$ cat src/rtl/core/kfl_pkg.sv
// Shared types and constants for the keypad and fingerprint lock controller.
// Holds event codes, key codes, mode enum, result codes and transaction structs.
// No dependencies.
`default_nettype none

package kfl_pkg;

   // Field widths
   localparam int SYM_W    = 4;
   localparam int PIN_SYMS = 9;
   localparam int CODE_W   = SYM_W * PIN_SYMS;
   localparam int COUNT_W  = 4;
   localparam int ID_W     = 16;
   localparam int LIMIT_W  = 3;

   // Event sources
   typedef enum logic [2:0] {
      FUNC_KEY         = 3'd0,
      FUNC_FINGER_OK   = 3'd1,
      FUNC_FINGER_FAIL = 3'd2,
      FUNC_REMOTE      = 3'd3,
      FUNC_ENROLL      = 3'd4,
      FUNC_DELETE      = 3'd5,
      FUNC_CHANGE_PIN  = 3'd6,
      FUNC_AUTOLOCK    = 3'd7
   } func_type;

   // Controller mode
   typedef enum logic [1:0] {
      MODE_IDLE   = 2'd0,
      MODE_FINGER = 2'd1,
      MODE_PIN    = 2'd2
   } mode_type;

   // Keypad symbols with a control meaning
   localparam logic [SYM_W-1:0] KEY_A    = 4'd10;
   localparam logic [SYM_W-1:0] KEY_B    = 4'd11;
   localparam logic [SYM_W-1:0] KEY_C    = 4'd12;
   localparam logic [SYM_W-1:0] KEY_D    = 4'd13;
   localparam logic [SYM_W-1:0] KEY_STAR = 4'd14;

   // Result codes
   localparam logic [1:0] REPORT_NONE   = 2'd0;
   localparam logic [1:0] REPORT_FINGER = 2'd1;
   localparam logic [1:0] REPORT_PIN    = 2'd2;
   localparam logic [1:0] ALARM_NONE    = 2'd0;
   localparam logic [1:0] ALARM_SHORT   = 2'd1;
   localparam logic [1:0] ALARM_LONG    = 2'd2;
   localparam logic [1:0] SENSOR_NONE   = 2'd0;
   localparam logic [1:0] SENSOR_ENROLL = 2'd1;
   localparam logic [1:0] SENSOR_DELETE = 2'd2;

   // Reset values
   localparam logic [CODE_W-1:0]  RESET_CODE       = 36'h0_0000_4321;
   localparam logic [COUNT_W-1:0] RESET_LEN        = 4'd4;
   localparam logic [LIMIT_W-1:0] FAIL_LIMIT_RESET = 3'd3;

   // Register map
   localparam logic REG_FAIL_LIMIT = 1'b0;

   // One input transaction
   typedef struct packed {
      func_type             func;
      logic [SYM_W-1:0]     key_code;
      logic [ID_W-1:0]      ident;
      logic [CODE_W-1:0]    new_pin;
      logic [COUNT_W-1:0]   new_pin_len;
   } req_item_type;

   // One result transaction
   typedef struct packed {
      logic                 unlock;
      logic [1:0]           report_kind;
      logic [ID_W-1:0]      report_id;
      logic [1:0]           alarm;
      logic                 relock;
      logic [1:0]           sensor_cmd;
      logic [ID_W-1:0]      sensor_id;
      mode_type             mode_now;
      logic [COUNT_W-1:0]   entered_count;
   } rsp_item_type;

endpackage

`default_nettype wire

$ cat src/rtl/core/keypad_fingerprint_lock_controller_core.sv
// Keypad and fingerprint lock controller: top level with event register,
// single-pass event logic and result register. Depends on kfl_pkg, kfl_pin_cmp.
//
// Usage:
//   req_* carries one lock event per transaction (valid/ready). rsp_* returns
//   exactly one result transaction per event, in order (valid/ready).
//   The APB-style port holds fail_limit at byte address 0; write it only
//   while no event is in flight. pready is tied high.
// Timing: the accepting edge loads the event register; the result register is
//   loaded when the event fires, which needs the result slot free or being
//   drained; the state update happens on the edge that loads the result
//   register.
// Throughput: one event per cycle unless rsp_ready stalls, set by the event
//   logic that reads and writes state, including the nine-symbol compare.
// Reset (synchronous, active high): both stages empty, mode idle, nothing
//   typed, stored PIN 1234, failure count 0, fail_limit 3. Typed symbols are
//   not cleared; only positions already typed are ever compared.
// Stall: while rsp_ready is low the result register holds; one further event
//   is still taken into the event register, after which req_ready drops.
`default_nettype none

module keypad_fingerprint_lock_controller_core import kfl_pkg::*; #(
   parameter int PIN_MAX = 9
) (
   input  wire logic               clock,
   input  wire logic               reset,
   // event channel
   input  wire logic               req_valid,
   output logic                    req_ready,
   input  wire logic [2:0]         req_func,
   input  wire logic [3:0]         req_key_code,
   input  wire logic [15:0]        req_ident,
   input  wire logic [35:0]        req_new_pin,
   input  wire logic [3:0]         req_new_pin_len,
   // result channel
   output logic                    rsp_valid,
   input  wire logic               rsp_ready,
   output logic                    rsp_unlock,
   output logic [1:0]              rsp_report_kind,
   output logic [15:0]             rsp_report_id,
   output logic [1:0]              rsp_alarm,
   output logic                    rsp_relock,
   output logic [1:0]              rsp_sensor_cmd,
   output logic [15:0]             rsp_sensor_id,
   output logic [1:0]              rsp_mode_now,
   output logic [3:0]              rsp_entered_count,
   // register port
   input  wire logic               psel,
   input  wire logic               penable,
   input  wire logic               pwrite,
   input  wire logic [2:0]         paddr,
   input  wire logic [31:0]        pwdata,
   output logic [31:0]             prdata,
   output logic                    pready
);

   localparam int TypeCap = (PIN_MAX > 15) ? 15 : PIN_MAX;
   localparam int IdxW    = (TypeCap > 1) ? $clog2(TypeCap) : 1;

   // Pipeline registers
   logic          evt_valid_ff;
   req_item_type  evt_ff;
   logic          rsp_valid_ff;
   rsp_item_type  rsp_ff;
   rsp_item_type  rsp_in;

   // Controller state
   mode_type             mode_ff, mode_in;
   logic [COUNT_W-1:0]   typed_count_ff, typed_count_in;
   logic [SYM_W-1:0]     typed_sym_ff [TypeCap];
   logic [CODE_W-1:0]    stored_code_ff, stored_code_in;
   logic [COUNT_W-1:0]   stored_len_ff, stored_len_in;
   logic [LIMIT_W-1:0]   fail_count_ff, fail_count_in;
   logic [LIMIT_W-1:0]   fail_limit_ff;

   logic                 advance;
   logic                 fire;
   logic                 pin_match;
   logic                 do_unlock;
   logic                 do_append;
   logic [LIMIT_W-1:0]   fail_next;

   // Handshake: the event stage moves on whenever the result slot is free
   assign advance   = !rsp_valid_ff || rsp_ready;
   assign fire      = evt_valid_ff && advance;
   assign req_ready = !evt_valid_ff || advance;

   // Hold the accepted transaction in the event register
   always_ff @(posedge clock) begin
      if (reset) begin
         evt_valid_ff <= 1'b0;
      end else if (req_ready) begin
         evt_valid_ff <= req_valid;
      end
      if (req_valid && req_ready) begin
         evt_ff.func        <= func_type'(req_func);
         evt_ff.key_code    <= req_key_code;
         evt_ff.ident       <= req_ident;
         evt_ff.new_pin     <= req_new_pin;
         evt_ff.new_pin_len <= req_new_pin_len;
      end
   end

   kfl_pin_cmp #(
      .TYPE_CAP (TypeCap)
   ) u_pin_cmp (
      .typed_sym   (typed_sym_ff),
      .typed_count (typed_count_ff),
      .stored_code (stored_code_ff),
      .stored_len  (stored_len_ff),
      .match       (pin_match)
   );

   // Failure count after one more failure, wrapping at three bits
   assign fail_next = fail_count_ff + LIMIT_W'(1);

   // Result fields and datapath state for the event in the event register
   always_comb begin
      rsp_in             = '0;
      rsp_in.mode_now    = MODE_IDLE;
      typed_count_in     = typed_count_ff;
      stored_code_in     = stored_code_ff;
      stored_len_in      = stored_len_ff;
      fail_count_in      = fail_count_ff;
      do_unlock          = 1'b0;
      do_append          = 1'b0;
      case (evt_ff.func)
         FUNC_AUTOLOCK: begin
            rsp_in.relock = 1'b1;
         end
         FUNC_ENROLL, FUNC_DELETE: begin
            rsp_in.sensor_cmd = (evt_ff.func == FUNC_ENROLL) ? SENSOR_ENROLL : SENSOR_DELETE;
            rsp_in.sensor_id  = evt_ff.ident;
         end
         FUNC_CHANGE_PIN: begin
            stored_code_in = evt_ff.new_pin;
            stored_len_in  = (evt_ff.new_pin_len > COUNT_W'(PIN_SYMS)) ?
                             COUNT_W'(PIN_SYMS) : evt_ff.new_pin_len;
         end
         FUNC_REMOTE: begin
            do_unlock = 1'b1;
         end
         default: begin
            case (mode_ff)
               MODE_IDLE: begin
                  if (evt_ff.func == FUNC_KEY &&
                      (evt_ff.key_code == KEY_A || evt_ff.key_code == KEY_B)) begin
                     typed_count_in = '0;
                  end
               end
               MODE_FINGER: begin
                  if (evt_ff.func == FUNC_FINGER_OK && evt_ff.ident != '0) begin
                     do_unlock          = 1'b1;
                     rsp_in.report_kind = REPORT_FINGER;
                     rsp_in.report_id   = evt_ff.ident;
                  end else if (evt_ff.func == FUNC_FINGER_FAIL) begin
                     if (fail_next >= fail_limit_ff) begin
                        rsp_in.alarm  = ALARM_LONG;
                        fail_count_in = '0;
                     end else begin
                        rsp_in.alarm  = ALARM_SHORT;
                        fail_count_in = fail_next;
                     end
                  end
               end
               MODE_PIN: begin
                  if (evt_ff.func == FUNC_KEY) begin
                     if (evt_ff.key_code == KEY_STAR || evt_ff.key_code == KEY_C) begin
                        typed_count_in = '0;
                     end else if (evt_ff.key_code == KEY_D) begin
                        typed_count_in = '0;
                        if (pin_match) begin
                           do_unlock          = 1'b1;
                           rsp_in.report_kind = REPORT_PIN;
                        end else if (fail_next >= fail_limit_ff) begin
                           rsp_in.alarm  = ALARM_LONG;
                           fail_count_in = '0;
                        end else begin
                           rsp_in.alarm  = ALARM_SHORT;
                           fail_count_in = fail_next;
                        end
                     end else if (typed_count_ff < COUNT_W'(TypeCap)) begin
                        do_append      = 1'b1;
                        typed_count_in = typed_count_ff + COUNT_W'(1);
                     end
                  end
               end
               default: begin
               end
            endcase
         end
      endcase
      if (do_unlock) begin
         rsp_in.unlock = 1'b1;
         fail_count_in = '0;
      end
      rsp_in.mode_now      = mode_in;
      rsp_in.entered_count = typed_count_in;
   end

   // Next mode
   always_comb begin
      mode_in = mode_ff;
      case (evt_ff.func)
         FUNC_AUTOLOCK: begin
            mode_in = mode_ff;
         end
         FUNC_ENROLL, FUNC_DELETE, FUNC_CHANGE_PIN, FUNC_REMOTE: begin
            mode_in = MODE_IDLE;
         end
         default: begin
            case (mode_ff)
               MODE_IDLE: begin
                  if (evt_ff.func == FUNC_KEY && evt_ff.key_code == KEY_A) begin
                     mode_in = MODE_FINGER;
                  end else if (evt_ff.func == FUNC_KEY && evt_ff.key_code == KEY_B) begin
                     mode_in = MODE_PIN;
                  end
               end
               MODE_FINGER, MODE_PIN: begin
                  if (evt_ff.func == FUNC_KEY && evt_ff.key_code == KEY_STAR) begin
                     mode_in = MODE_IDLE;
                  end
               end
               default: begin
                  mode_in = MODE_IDLE;
               end
            endcase
            if (do_unlock) begin
               mode_in = MODE_IDLE;
            end
         end
      endcase
   end

   // Update state and load the result register when the event fires
   always_ff @(posedge clock) begin
      if (reset) begin
         rsp_valid_ff   <= 1'b0;
         mode_ff        <= MODE_IDLE;
         typed_count_ff <= '0;
         stored_code_ff <= RESET_CODE;
         stored_len_ff  <= RESET_LEN;
         fail_count_ff  <= '0;
      end else begin
         if (advance) begin
            rsp_valid_ff <= evt_valid_ff;
         end
         if (fire) begin
            mode_ff        <= mode_in;
            typed_count_ff <= typed_count_in;
            stored_code_ff <= stored_code_in;
            stored_len_ff  <= stored_len_in;
            fail_count_ff  <= fail_count_in;
         end
      end
      if (fire) begin
         rsp_ff <= rsp_in;
      end
   end

   // Append a typed symbol at the current count
   always_ff @(posedge clock) begin
      if (fire && do_append) begin
         typed_sym_ff[typed_count_ff[IdxW-1:0]] <= evt_ff.key_code;
      end
   end

   // Register port: write the failure limit, read it back
   always_ff @(posedge clock) begin
      if (reset) begin
         fail_limit_ff <= FAIL_LIMIT_RESET;
      end else if (psel && penable && pwrite && pready && paddr[2] == REG_FAIL_LIMIT) begin
         fail_limit_ff <= pwdata[LIMIT_W-1:0];
      end
   end

   assign pready = 1'b1;
   assign prdata = (paddr[2] == REG_FAIL_LIMIT) ? {29'd0, fail_limit_ff} : 32'd0;

   // Drive the result ports
   assign rsp_valid         = rsp_valid_ff;
   assign rsp_unlock        = rsp_ff.unlock;
   assign rsp_report_kind   = rsp_ff.report_kind;
   assign rsp_report_id     = rsp_ff.report_id;
   assign rsp_alarm         = rsp_ff.alarm;
   assign rsp_relock        = rsp_ff.relock;
   assign rsp_sensor_cmd    = rsp_ff.sensor_cmd;
   assign rsp_sensor_id     = rsp_ff.sensor_id;
   assign rsp_mode_now      = rsp_ff.mode_now;
   assign rsp_entered_count = rsp_ff.entered_count;

endmodule

`default_nettype wire

$ cat src/rtl/core/kfl_pin_cmp.sv
// PIN comparator: checks the typed symbols against the stored PIN.
// Depends on kfl_pkg for symbol and code widths.
`default_nettype none

module kfl_pin_cmp import kfl_pkg::*; #(
   parameter int TYPE_CAP = 9
) (
   input  wire logic [SYM_W-1:0]   typed_sym [TYPE_CAP],
   input  wire logic [COUNT_W-1:0] typed_count,
   input  wire logic [CODE_W-1:0]  stored_code,
   input  wire logic [COUNT_W-1:0] stored_len,
   output logic                    match
);

   localparam int CmpSyms = (TYPE_CAP < PIN_SYMS) ? TYPE_CAP : PIN_SYMS;

   logic [CmpSyms-1:0] sym_ok;

   // Compare each position; positions past the stored length always pass
   always_comb begin
      for (int i = 0; i < CmpSyms; i++) begin
         sym_ok[i] = (COUNT_W'(i) >= stored_len) ||
                     (stored_code[i*SYM_W +: SYM_W] == typed_sym[i]);
      end
   end

   // Lengths must agree as well
   assign match = (typed_count == stored_len) && (&sym_ok);

endmodule

`default_nettype wire

$ cat config.mk
export PLATFORM = sky130hd
export DESIGN_NAME = keypad_fingerprint_lock_controller_core
export DESIGN_NICKNAME = d
export VERILOG_FILES = /design/src/rtl/core/kfl_pkg.sv /design/src/rtl/core/keypad_fingerprint_lock_controller_core.sv /design/src/rtl/core/kfl_pin_cmp.sv
export SDC_FILE = /design/constraint.sdc
export NUM_CORES = 1
export LEC_CHECK = 0
export BUFFER_PORTS_ARGS = -buffer_cell sky130_fd_sc_hd__clkbuf_2
export CAP_MARGIN = 20
export CORE_ASPECT_RATIO = 0.7
export CORE_MARGIN = 2
export CORE_UTILIZATION = 49
export CTS_CLUSTER_DIAMETER = 80
export DETAILED_ROUTE_END_ITERATION = 10
export GPL_TIMING_DRIVEN = 0
export PLACE_DENSITY = 0.76
export SLEW_MARGIN = 20
export SYNTH_ARGS = -nofsm -noshare
export SYNTH_HDL_FRONTEND = slang
export SYNTH_SLANG_ARGS = --single-unit
export TNS_END_PERCENT = 10
$ cat constraint.sdc
create_clock -name clock -period 2.6 [get_ports clock]
set_input_delay 0.13 -clock clock [delete_from_list [all_inputs] [get_ports clock]]
set_output_delay 0.13 -clock clock [all_outputs]
set_load 0.005 [all_outputs]
; ---- Word-level counts from Yosys, hierarchy flattened
; Cells that the tools add are included.
[totals]
reg_bits = 199
output_inout_bits = 81
elab_cells = 181
[op_classes]
add_sub_neg = 2
n_lt_le_gt_ge = 14
eq_ne = 31
muxes = 58
bitwise = 4
n_reduce_logical = 41
[op_table]
columns = operator, count
row1 = $eq A4 B4 Y1, 10
row2 = $bwmux W36, 1
row3 = $mux W2, 16
row4 = $mux W4, 8
row5 = $mux W3, 10
row6 = $eq A4 B4 Y1 const B, 5
row7 = $ne A3 B3 Y1 const B, 6
row8 = $reduce_and A9 Y1, 2
row9 = $mux W17, 1
row10 = $demux W4 S4, 1
row11 = $ge A3 B4 Y1 const A, 4
row12 = $pmux W2 S2, 4
row13 = $reduce_bool A16 Y1, 1
row14 = $logic_and A1 B1 Y1, 13
row15 = $logic_or A1 B1 Y1, 13
row16 = $mux W1, 13
row17 = $eq A3 B3 Y1 const B, 4
row18 = $ge A1 B4 Y1 const A, 2
row19 = $ge A2 B4 Y1 const A, 2
row20 = $pmux W4 S2, 1
row21 = $reduce_or A4 Y1, 2
row22 = $reduce_or A7 Y1, 1
row23 = $eq A3 B2 Y1 const B, 2
row24 = $pmux W3 S2, 1
row25 = other kinds (22), 27

; ---- Longest topological paths before layout
; Gate-level depths: netlist of the first run.
[depth]
ltp_word = 12
mapped_depth = 10
depth_no_buf = 9

; ---- Hierarchy
; Synthesis of the first run repeated with hierarchy kept, for this count alone.
[unflattened]
hier_cells = 643
hier_area_um2 = 8164.1
[by_module_without_submodules]
columns = module, n_inst, cells_per_inst, area_each_um2, seq_area_each_um2
row1 = keypad_fingerprint_lock_controller_core, 1, 578, 7607.3, 5435.2
row2 = kfl_pin_cmp, 1, 65, 556.8, 0.0

; ---- Least setup slack after synthesis of the first run
; Ideal clock, no wire load.
[synth_path]
path_kind = register to register
startpoint = reg rsp_valid_ff, in the netlist rsp_valid
endpoint = reg typed_count_ff[2]
setup_time_ps = 128
t_arrival_ps = 2569
required_time_ps = 2472
setup_slack_ps = -96
stages_incl_launch_ff = 6
cell_sequence = dfxtp_1 > nor2b_1 > nor2b_1 > clkbuf_1 > mux2i_1 > nor2_1
[synth_between]
elab_chain_cells = 3
[synth_rtl]
columns = item, line_no
row1 = start: declaration, keypad_fingerprint_lock_controller_core.sv:63  ; logic rsp_valid_ff;
row2 = start signal: assignment, keypad_fingerprint_lock_controller_core.sv:247  ; rsp_valid_ff <= evt_valid_ff;
row3 = $logic_not A1 Y1, keypad_fingerprint_lock_controller_core.sv:84  ; assign advance = !rsp_valid_ff || rsp_ready;
row4 = $logic_or A1 B1 Y1, keypad_fingerprint_lock_controller_core.sv:84
row5 = $logic_and A1 B1 Y1, keypad_fingerprint_lock_controller_core.sv:85  ; assign fire = evt_valid_ff && advance;
row6 = named net fire, keypad_fingerprint_lock_controller_core.sv:77  ; logic fire;
row7 = end signal: assignment, keypad_fingerprint_lock_controller_core.sv:251  ; typed_count_ff <= typed_count_in;
row8 = end: declaration, keypad_fingerprint_lock_controller_core.sv:69  ; logic [COUNT_W-1:0] typed_count_ff, typed_count_in;
; The timed path passes the listed nets, and every way through them passes these cells.
; A chain may end at the register's enable or synchronous reset.

==> results of run 1 <==
## cells in the mapped netlist, drive strengths merged, types with 3 or more instances
master	count	area [um^2]
xor2	9	78.8
a211oi	4	35.0
nor3	7	40.0
a32oi	3	26.3
o21ai	8	40.0
o2bb2ai	3	26.3
edfxtp	145	4350
nor2	21	78.8
inv	18	67.6
clkbuf	19	71.3
a21oi	46	230
xnor2	32	280
nand4	9	56.3
nor4	10	81.3
and3	20	125
o22a	3	27.5
and2	25	156
nand3b	6	45.0
o21bai	3	26.3
dfxtp	54	1080
nand2b	8	50.1
buf	38	289
nand2	85	319
ha	13	163
a211o	3	26.3
o21a	3	22.5
a41oi	3	26.3
nor2b	12	75.1
a21o	6	46.3
## where the power goes
part,internal (mW),switching (mW),total [mW]
Clock,1.35,1.16,2.52
Sequential,3.52,0.0654,3.58
Combinational,0.217,0.200,0.417
Total,5.09,1.43,6.52
## cell families after synthesis
kind of cell / count (synthesis) / synth area share, %
buffers and inverters: 75 / 5.24
adder cells (fa/ha/maj): 13 / 1.99
AND/OR/NAND/NOR: 212 / 13.6
multiplexers: 2 / 0.245
flip-flops: 199 / 66.6
other: 2 / 0.0920
XOR/XNOR: 41 / 4.40
AO/OA/AOI/OAI: 98 / 7.85
## per-layer routing
metal | routed length, um | share of wire, % | track usage, % | vias to the layer above
li1 | - | - | - | 2706
met1 | 8140 | 47 | 29.9 | 2607
met2 | 8040 | 46 | 31.0 | 164
met3 | 1080 | 6.2 | 5.68 | 19
met4 | 234 | 1.3 | 6.73 | 0
met5 | 0 | 0 | 0 | -
## worst max-delay path: cells and delay by family, from the launching register on
kind | cells | cell delay (ns)
buf+inv | 2 | 0.26
simple gates | 2 | 0.66
flops | 1 | 0.36
compound gates | 4 | 0.89
## worst max-delay path by stage
stage                                start                   end
after global routing            evt_ff[62]  rsp_entered_count[3]
after floorplan                  rsp_valid             evt_ff[0]
final                           evt_ff[62]  rsp_entered_count[3]
after global placement           rsp_valid            evt_ff[27]
after CTS                 typed_sym_ff[19]       rsp_mode_now[0]
after detailed placement  typed_sym_ff[19]       rsp_mode_now[0]
## metrics by stage
step / worst slack [ns] / area [um^2] / hold slack, ns / TNS, ns / utilization, %
5_1_grt: 0.0500 / 10400 / 0.0583 / 0 / 64.1
2_1_floorplan: 0.124 / 8270 / 0.229 / 0 / -
6_report: 0.158 / 10400 / 0.0296 / 0 / 64.1
3_3_place_gp: -0.522 / 9160 / 0.307 / -32.44 / 56.2
4_1_cts: 0.109 / 10400 / 0.0106 / 0 / 64.0
3_5_place_dp: 0.117 / 9190 / 0.309 / 0 / 56.4
## cell type report
type | count | area [um^2] | share of cell area, %
plain buffers | 57 | 364 | 3.49
clock buffers | 21 | 483 | 4.62
clock inverters | 10 | 82.6 | 0.791
inverters | 18 | 67.6 | 0.647
multi-input cells | 396 | 2420 | 23.2
flip-flops and latches | 199 | 5440 | 52.0
well taps | 225 | 282 | 2.70
repair buffers | 191 | 1310 | 12.5
## repair_timing
action,in CTS,in global routing
buffers inserted,0,0
endpoints found under the hold margin,67,0
hold buffers,67,0
resized for setup,0,4
setup endpoints to repair,0,15
## registers in the layout, indices dropped and copies added (netlist names), 3 cells and up
signal,count
stored_len_ff,4
rsp_sensor_id,16
fail_count_ff,3
fail_limit_ff,3
typed_count_ff,4
rsp_entered_count,4
evt_ff,63
stored_code_ff,36
typed_sym_ff,36
rsp_report_id,16
==> impl_metrics.yaml, run 1 <==
power_and_ir_drop:
  power_mw: 6.52
  power_density_mw_per_mm2: 624
  ir_drop_mv: 0.449
  p_leak_nw: 4.12
cts:
  numCtsBuffers: 17
  cts_sinks: 199
  clk_latency_ns: 0.44
  ctsLongestPathBuffers: 2
  clkSlewWorstSetupHoldPaths_ns: 0.07
  root_buffer: "clkbuf_16"
  cts_tree: "done"
  htree_levels: 4
synthesis:
  ys_ff_latch: 199
  syn_avg_cell_area_um2: 12.7
  synth_cells: 642
  synth_top_flop_cell: "edfxtp_1"
  synthArstFlopShare_pct: 0
  seq_area_frac_synth_pct: 66.6
  yosys_warnings: 0
  ys_types: 55
  synth_edf_count: 145
  netlist_area_mm2: 0.00816
placed_design:
  place_congestion: 0.866
  io_buffers: 123
  dp_hpwl_um: 11800
  dp.cells: 1019
worst_setup_path:
  worst_ep_arrival_time_ns: 2.61
  path_cells: "buf_2, nor3_2, nand3_1, o21a_1, o21ai_0, o21ai_1, a22oi_1, inv_1"
  slowest_delay_ns: 0.45
  crit_slowest_cell: "nor3_2"
  crit_required_ns: 2.77
  crit_path_max_fanout: 10
  cp-start-kind: "flip-flop"
  reg2reg_slack_ns: 0.16
  reg2reg_from: "evt_ff[62]"
  r2r_cells: 8
  critPathKind: "reg2reg"
  regToRegEndpoint: "rsp_entered_count[3]"
  cp-end-kind: "flip-flop"
sta:
  finalCritPeriodShare_pct: 93.9
  tightest_slew_ns: 0.746
  final-setup-viol-count: 0
  drv_slew: 0
  period_needed_ns: 2.44
  max_freq_mhz: 410
  hold_viol: 0
  clock_skew_ns: 0.00973
  grt_setup_unrepaired: "false"
  slew_headroom_pct: 50.2
layout:
  layout_commonest_cell: "edfxtp_1"
  num_antenna_cells: 0
  fill_cells: 1293
  stdcell_count: 1117
  nets: 998
  final_cell_mix: "edfxtp_1 (145), clkbuf_2 (123), nand2_1 (85)"
  drive_above_1_share_pct: 23.1
  area_delta_synth_final_pct: 28.0
grt:
  grt_pass1_vias: 5327
  grt_pass1_wl_um: 27800
  grt.total_usage_pct: 20.8
  grt_start_max_net_pins: 56
  overflow: 0
  antenna_found_initial: 0
floorplan:
  coreArea_mm2: 0.0163
  num_io_pins: 186
  rows: 39
  die_w_um: 158
  start_util_pct: 50.1
  die_area_mm2: 0.0177
  die_y_um: 112
drt:
  drtPass1Iterations: 6
  drt_iter0_markers: 398
  via_per_inst: 4.92
  drc: 0
  wl_um: 17500
  routedWlPerCell_um: 15.7
  antenna_left: 0
  vias: 5496
min_path:
  min_from: "pwdata[0]"
  whs_path_depth: 4
  whs_endpoint: "fail_limit_ff[0]"
  hold_class: "in2reg"
flow_run:
  drv_cap: 0
status:
  status: "completed"
Power figures use the tool's default switching activity.
==> run 2: changes to the inputs <==
SETUP_SLACK_MARGIN = 0.5   (was unset)
==> run 2 against run 1 <==
Against the previous run:
- setup slack better by 0.24 ns
- final cell count is 2.2% higher
- largest power group unchanged
- highest routed layer unchanged
- combinational power up 13%
- sequential power hardly changed
- die area is the same
==> impl_metrics.yaml, run 2 (synthesized netlist as in run 1, its figures left out) <==
drt:
  antenna_left: 0
  via_per_inst: 5.01
  drt_iter0_markers: 406
  routedWlPerCell_um: 16.1
  vias: 5722
  wl_um: 18400
  drc: 0
  drtPass1Iterations: 5
layout:
  utilization_pct: 66.5
  nets: 1023
  layout_commonest_cell: "edfxtp_1"
  final_cell_area_mm2: 0.0108
  stdcell_count: 1142
  fill_cells: 1243
  num_antenna_cells: 0
  largest_reg_flops: 63
  final_cell_mix: "edfxtp_1 (145), clkbuf_2 (128), nand2_1 (84)"
  area_delta_synth_final_pct: 32.8
  largest-register: "evt_ff"
  drive_above_1_share_pct: 28.5
worst_setup_path:
  reg2reg_slack_ns: 0.40
  cp-end-kind: "flip-flop"
  cp-start-kind: "flip-flop"
  worst_ep_arrival_time_ns: 2.38
  crit_path_max_fanout: 4
  path_cells: "buf_4, nor3_4, nand3_1, o21a_1, o21ai_0, o21ai_1, a22oi_2, inv_1"
  reg2reg_from: "evt_ff[61]"
  crit_buf_inv: 2
  regToRegEndpoint: "rsp_entered_count[3]"
  r2r_cells: 8
  cp-startpoint: "evt_ff[61]"
  critPathKind: "reg2reg"
  slowest_delay_ns: 0.45
  crit_slowest_cell: "edfxtp_1"
  crit_required_ns: 2.78
  cpLargestDelayFamily: "compound AO/OA/AOI/OAI gates"
sta:
  final-setup-viol-count: 0
  finalCritPeriodShare_pct: 84.5
  hold_slack_ns: 0.0320
  finalSetupTns_ns: 0
  max_freq_mhz: 455
  hold_viol: 0
  grt_setup_unrepaired: "true"
  period_needed_ns: 2.20
  tightest_slew_ns: 0.744
  slew_headroom_pct: 50.4
  drv_slew: 0
  worst_slack_ns: 0.403
  clock_skew_ns: 0.00908
placed_design:
  post-place-ws_ns: 0.117
  dpl_cell_area_mm2: 0.00919
  place_congestion: 0.866
  dp_hpwl_um: 11800
  io_buffers: 123
  dp.cells: 1019
floorplan:
  rows: 39
  num_io_pins: 186
  coreArea_mm2: 0.0163
  start_util_pct: 50.1
  die_area_mm2: 0.0177
  die_y_um: 112
  die_w_um: 158
grt:
  grt_pass1_wl_um: 28800
  grt_pass1_vias: 5521
  grt_start_max_net_pins: 56
  grt.total_usage_pct: 21.4
  overflow: 0
  antenna_found_initial: 0
cts:
  cts_sinks: 199
  root_buffer: "clkbuf_16"
  clkSlewWorstSetupHoldPaths_ns: 0.07
  ctsLongestPathBuffers: 2
  cts_tree: "done"
  numCtsBuffers: 17
  clk_latency_ns: 0.44
  htree_levels: 4
power_and_ir_drop:
  clkPwrFrac_pct: 38.4
  power_density_mw_per_mm2: 607
  swShare_pct: 22.1
  p_leak_nw: 4.31
  p_seq_share_pct: 54.4
  p_sw_mw: 1.46
  power_mw: 6.57
  ir_drop_mv: 0.426
  p_int_mw: 5.12
  p_comb_share_pct: 7.2
min_path:
  hold_class: "in2reg"
  min_from: "pwdata[0]"
  whs_endpoint: "fail_limit_ff[0]"
  whs_path_depth: 4
flow_run:
  drv_cap: 0
status:
  status: "completed"
run 2: changes by cell type in the layout (fill, tap and decap cells not counted), sizes merged:
cell	previous run	this run
buf	39	62
clkbuf	163	165
run 2: final cells by class:
cell class | count | area, um^2 | area share, %
buffer | 57 | 384 | 3.55
clock buffer | 21 | 483 | 4.46
clock inverter | 10 | 82.6 | 0.762
inverter | 18 | 67.6 | 0.624
multi-input combinational | 396 | 2600 | 24.0
sequential | 199 | 5440 | 50.2
tap | 225 | 282 | 2.60
timing repair buffer | 216 | 1500 | 13.8
run 2: worst max path at each step:
stage          slack, ns  cells past startpoint                    to
2_1_floorplan       0.12                      3             evt_ff[0]
3_3_place_gp       -0.52                      3            evt_ff[27]
3_5_place_dp        0.12                      6       rsp_mode_now[0]
4_1_cts             0.46                      8       rsp_mode_now[0]
5_1_grt             0.29                     10            mode_ff[1]
6_report            0.40                      8  rsp_entered_count[3]
run 2: metal layers:
metal  up-vias  global-route usage [%]  wire (um)
li1       2758                       -          -
met1      2724                    30.4       8330
met2       208                    32.6       8610
met3        32                    5.18       1180
met4         0                    7.27        320
met5         -                       0          0
run 2: power by group through the flow:
| stage | Sequential (mW) | Combinational, mW | Clock [mW] |
|---|---|---|---|
| finish | 3.57 | 0.473 | 2.52 |
| global route | 3.58 | 0.518 | 2.69 |
| CTS | 3.58 | 0.437 | 2.55 |
| detailed placement | 3.65 | 0.330 | 0 |
| global placement | 3.66 | 0.321 | 0 |
| floorplan | 3.64 | 0.181 | 0 |
run 2: worst min-delay path, cell delays in order:
cell and delay, ns:
clkbuf_2 0.07, inv_1 0.03, nor2_1 0.10, a211o_1 0.10
run 2: what timing repair did:
| item | in CTS | in global routing |
|---|---|---|
| hold buffers | 67 | 0 |
| endpoints found under the setup margin | 69 | 67 |
| setup buffers | 15 | 10 |
| pin swaps | 8 | 14 |
| gates cloned | 0 | 0 |
| gates resized for setup | 27 | 24 |
| endpoints found under the hold margin | 67 | 0 |
==> run 3: changes to the inputs <==
clock period = 2 ns   (was 2.6 ns; I/O delays follow)
==> run 3 against run 2 <==
Against the previous run:
- the run now ends with DRC, setup timing left
- sequential power grew 31%
- routed wire length grew 7.3%
- final area grew 3.1%
- clock skew grew 0.0082 ns
- setup slack lost 0.65 ns
- critical path depth shrank 1
- via count grew 3.3%
- critical path type unchanged
- largest cell class unchanged
==> impl_metrics.yaml, run 3 (synthesized netlist as in run 1, its figures left out) <==
layout:
  largest-register: "evt_ff"
  stdcell_count: 1157
  final_cell_mix: "edfxtp_1 (145), clkbuf_2 (126), nand2_1 (82)"
  largest_reg_flops: 63
  drive_above_1_share_pct: 33.2
  layout_commonest_cell: "edfxtp_1"
  utilization_pct: 68.5
  area_delta_synth_final_pct: 36.9
  nets: 1037
  fill_cells: 1147
  num_antenna_cells: 0
status:
  status: "finished, violations left"
  violations: "DRC, setup timing"
sta:
  drv_slew: 0
  worst_slack_ns: -0.247
  period_needed_ns: 2.25
  slew_headroom_pct: 62.9
  grt_setup_unrepaired: "true"
  hold_viol: 0
  clock_skew_ns: 0.0173
  finalSetupTns_ns: -8.37
  tightest_slew_ns: 0.557
  max_freq_mhz: 445
  final-setup-viol-count: 52
  finalCritPeriodShare_pct: 112
grt:
  overflow: 0
  grt_start_max_net_pins: 56
  grt_pass1_wl_um: 28900
  grt_pass1_vias: 5588
  antenna_found_initial: 0
  grt.total_usage_pct: 21.6
power_and_ir_drop:
  swShare_pct: 23.4
  p_sw_mw: 2.00
  p_leak_nw: 4.44
  ir_drop_mv: 0.587
  p_seq_share_pct: 54.5
  power_mw: 8.55
  p_int_mw: 6.55
  power_density_mw_per_mm2: 765
  p_comb_share_pct: 7.7
  clkPwrFrac_pct: 37.8
floorplan:
  rows: 39
  die_y_um: 112
  die_area_mm2: 0.0177
  die_w_um: 158
  start_util_pct: 50.1
  num_io_pins: 186
  coreArea_mm2: 0.0163
cts:
  htree_levels: 4
  root_buffer: "clkbuf_16"
  numCtsBuffers: 17
  clkSlewWorstSetupHoldPaths_ns: 0.07
  clk_latency_ns: 0.44
  cts_tree: "done"
  cts_sinks: 199
  ctsLongestPathBuffers: 2
drt:
  vias: 5909
  wl_um: 19800
  routedWlPerCell_um: 17.1
  via_per_inst: 5.11
  drc: 2
  antenna_left: 0
  drtPass1Iterations: 8
  drt_iter0_markers: 473
placed_design:
  post-place-ws_ns: -0.501
  dp_hpwl_um: 11700
  io_buffers: 123
  place_congestion: 0.835
  dp.cells: 1019
worst_setup_path:
  crit_path_max_fanout: 8
  reg2reg_from: "evt_ff[62]"
  r2r_cells: 7
  cp-start-kind: "flip-flop"
  crit_required_ns: 2.16
  critPathKind: "reg2reg"
  reg2reg_slack_ns: -0.25
  regToRegEndpoint: "typed_sym_ff[25]"
  worst_ep_arrival_time_ns: 2.40
  cp-end-kind: "flip-flop"
flow_run:
  drv_cap: 0
min_path:
  hold_class: "in2reg"
  min_from: "rsp_ready"
  whs_endpoint: "evt_valid_ff"
  whs_path_depth: 4
## run 3: layout make-up
type	instances	area (um^2)	area share, %
Clock buffer	20	437	3.91
Clock inverter	12	111	0.997
Tap cell	225	282	2.52
Timing Repair Buffer	230	1630	14.6
Multi-Input combinational cell	396	2770	24.8
Buffer	57	432	3.86
Sequential cell	199	5440	48.7
Inverter	18	67.6	0.605
## run 3: worst max path at each step
stage | cells after the start | end | slack [ns] | start
global route | 9 | fail_count_ff[0] | -0.30 | typed_sym_ff[27]
global placement | 7 | stored_code_ff[32] | -0.54 | rsp_valid
floorplan | 7 | rsp_mode_now[0] | -0.02 | stored_len_ff[0]
CTS | 7 | rsp_mode_now[1] | -0.14 | typed_sym_ff[16]
finish | 7 | typed_sym_ff[25] | -0.25 | evt_ff[62]
detailed placement | 7 | stored_code_ff[32] | -0.50 | rsp_valid
## run 3: layer usage
metal,vias up,GRT usage (%),part of all wire (%)
met1,2814,30.3,43
met4,0,7.21,1.8
li1,2795,-,-
met3,41,5.45,7.7
met2,259,33.2,48
met5,-,0,0
## run 3: power by group through the flow
stage                     combinational, mW  sequential (mW)  clock, mW
final                                 0.659             4.66       3.23
after global routing                  0.713             4.67       3.44
after CTS                             0.566             4.66       3.26
after detailed placement              0.428             4.75          0
after global placement                0.416             4.75          0
after floorplan                       0.238             4.73          0
## run 3: metrics by stage
stage	area [um^2]	hold WS, ns
global placement	9180	0.277
finish	11200	0.0739
global route	11200	0.0864
CTS	10700	0.0207
detailed placement	9200	0.279
floorplan	8290	0.199
## run 3: timing repair
| action | CTS | global route |
|---|---|---|
| gates cloned | 0 | 1 |
| endpoints found under the setup margin | 198 | 231 |
| hold buffers | 69 | 0 |
| pin swaps | 16 | 30 |
| buffers inserted | 8 | 28 |
| resized for setup | 48 | 89 |
| hold endpoints to repair | 69 | 0 |
## run 3: worst max-delay path: stages, from the launching register on
cell and delay [ns]:
edfxtp_1 0.38, buf_6 0.16, or3_4 0.42, a21oi_4 0.17, nand4_1 0.23, buf_4 0.22
nor3_4 0.17, and2_4 0.22
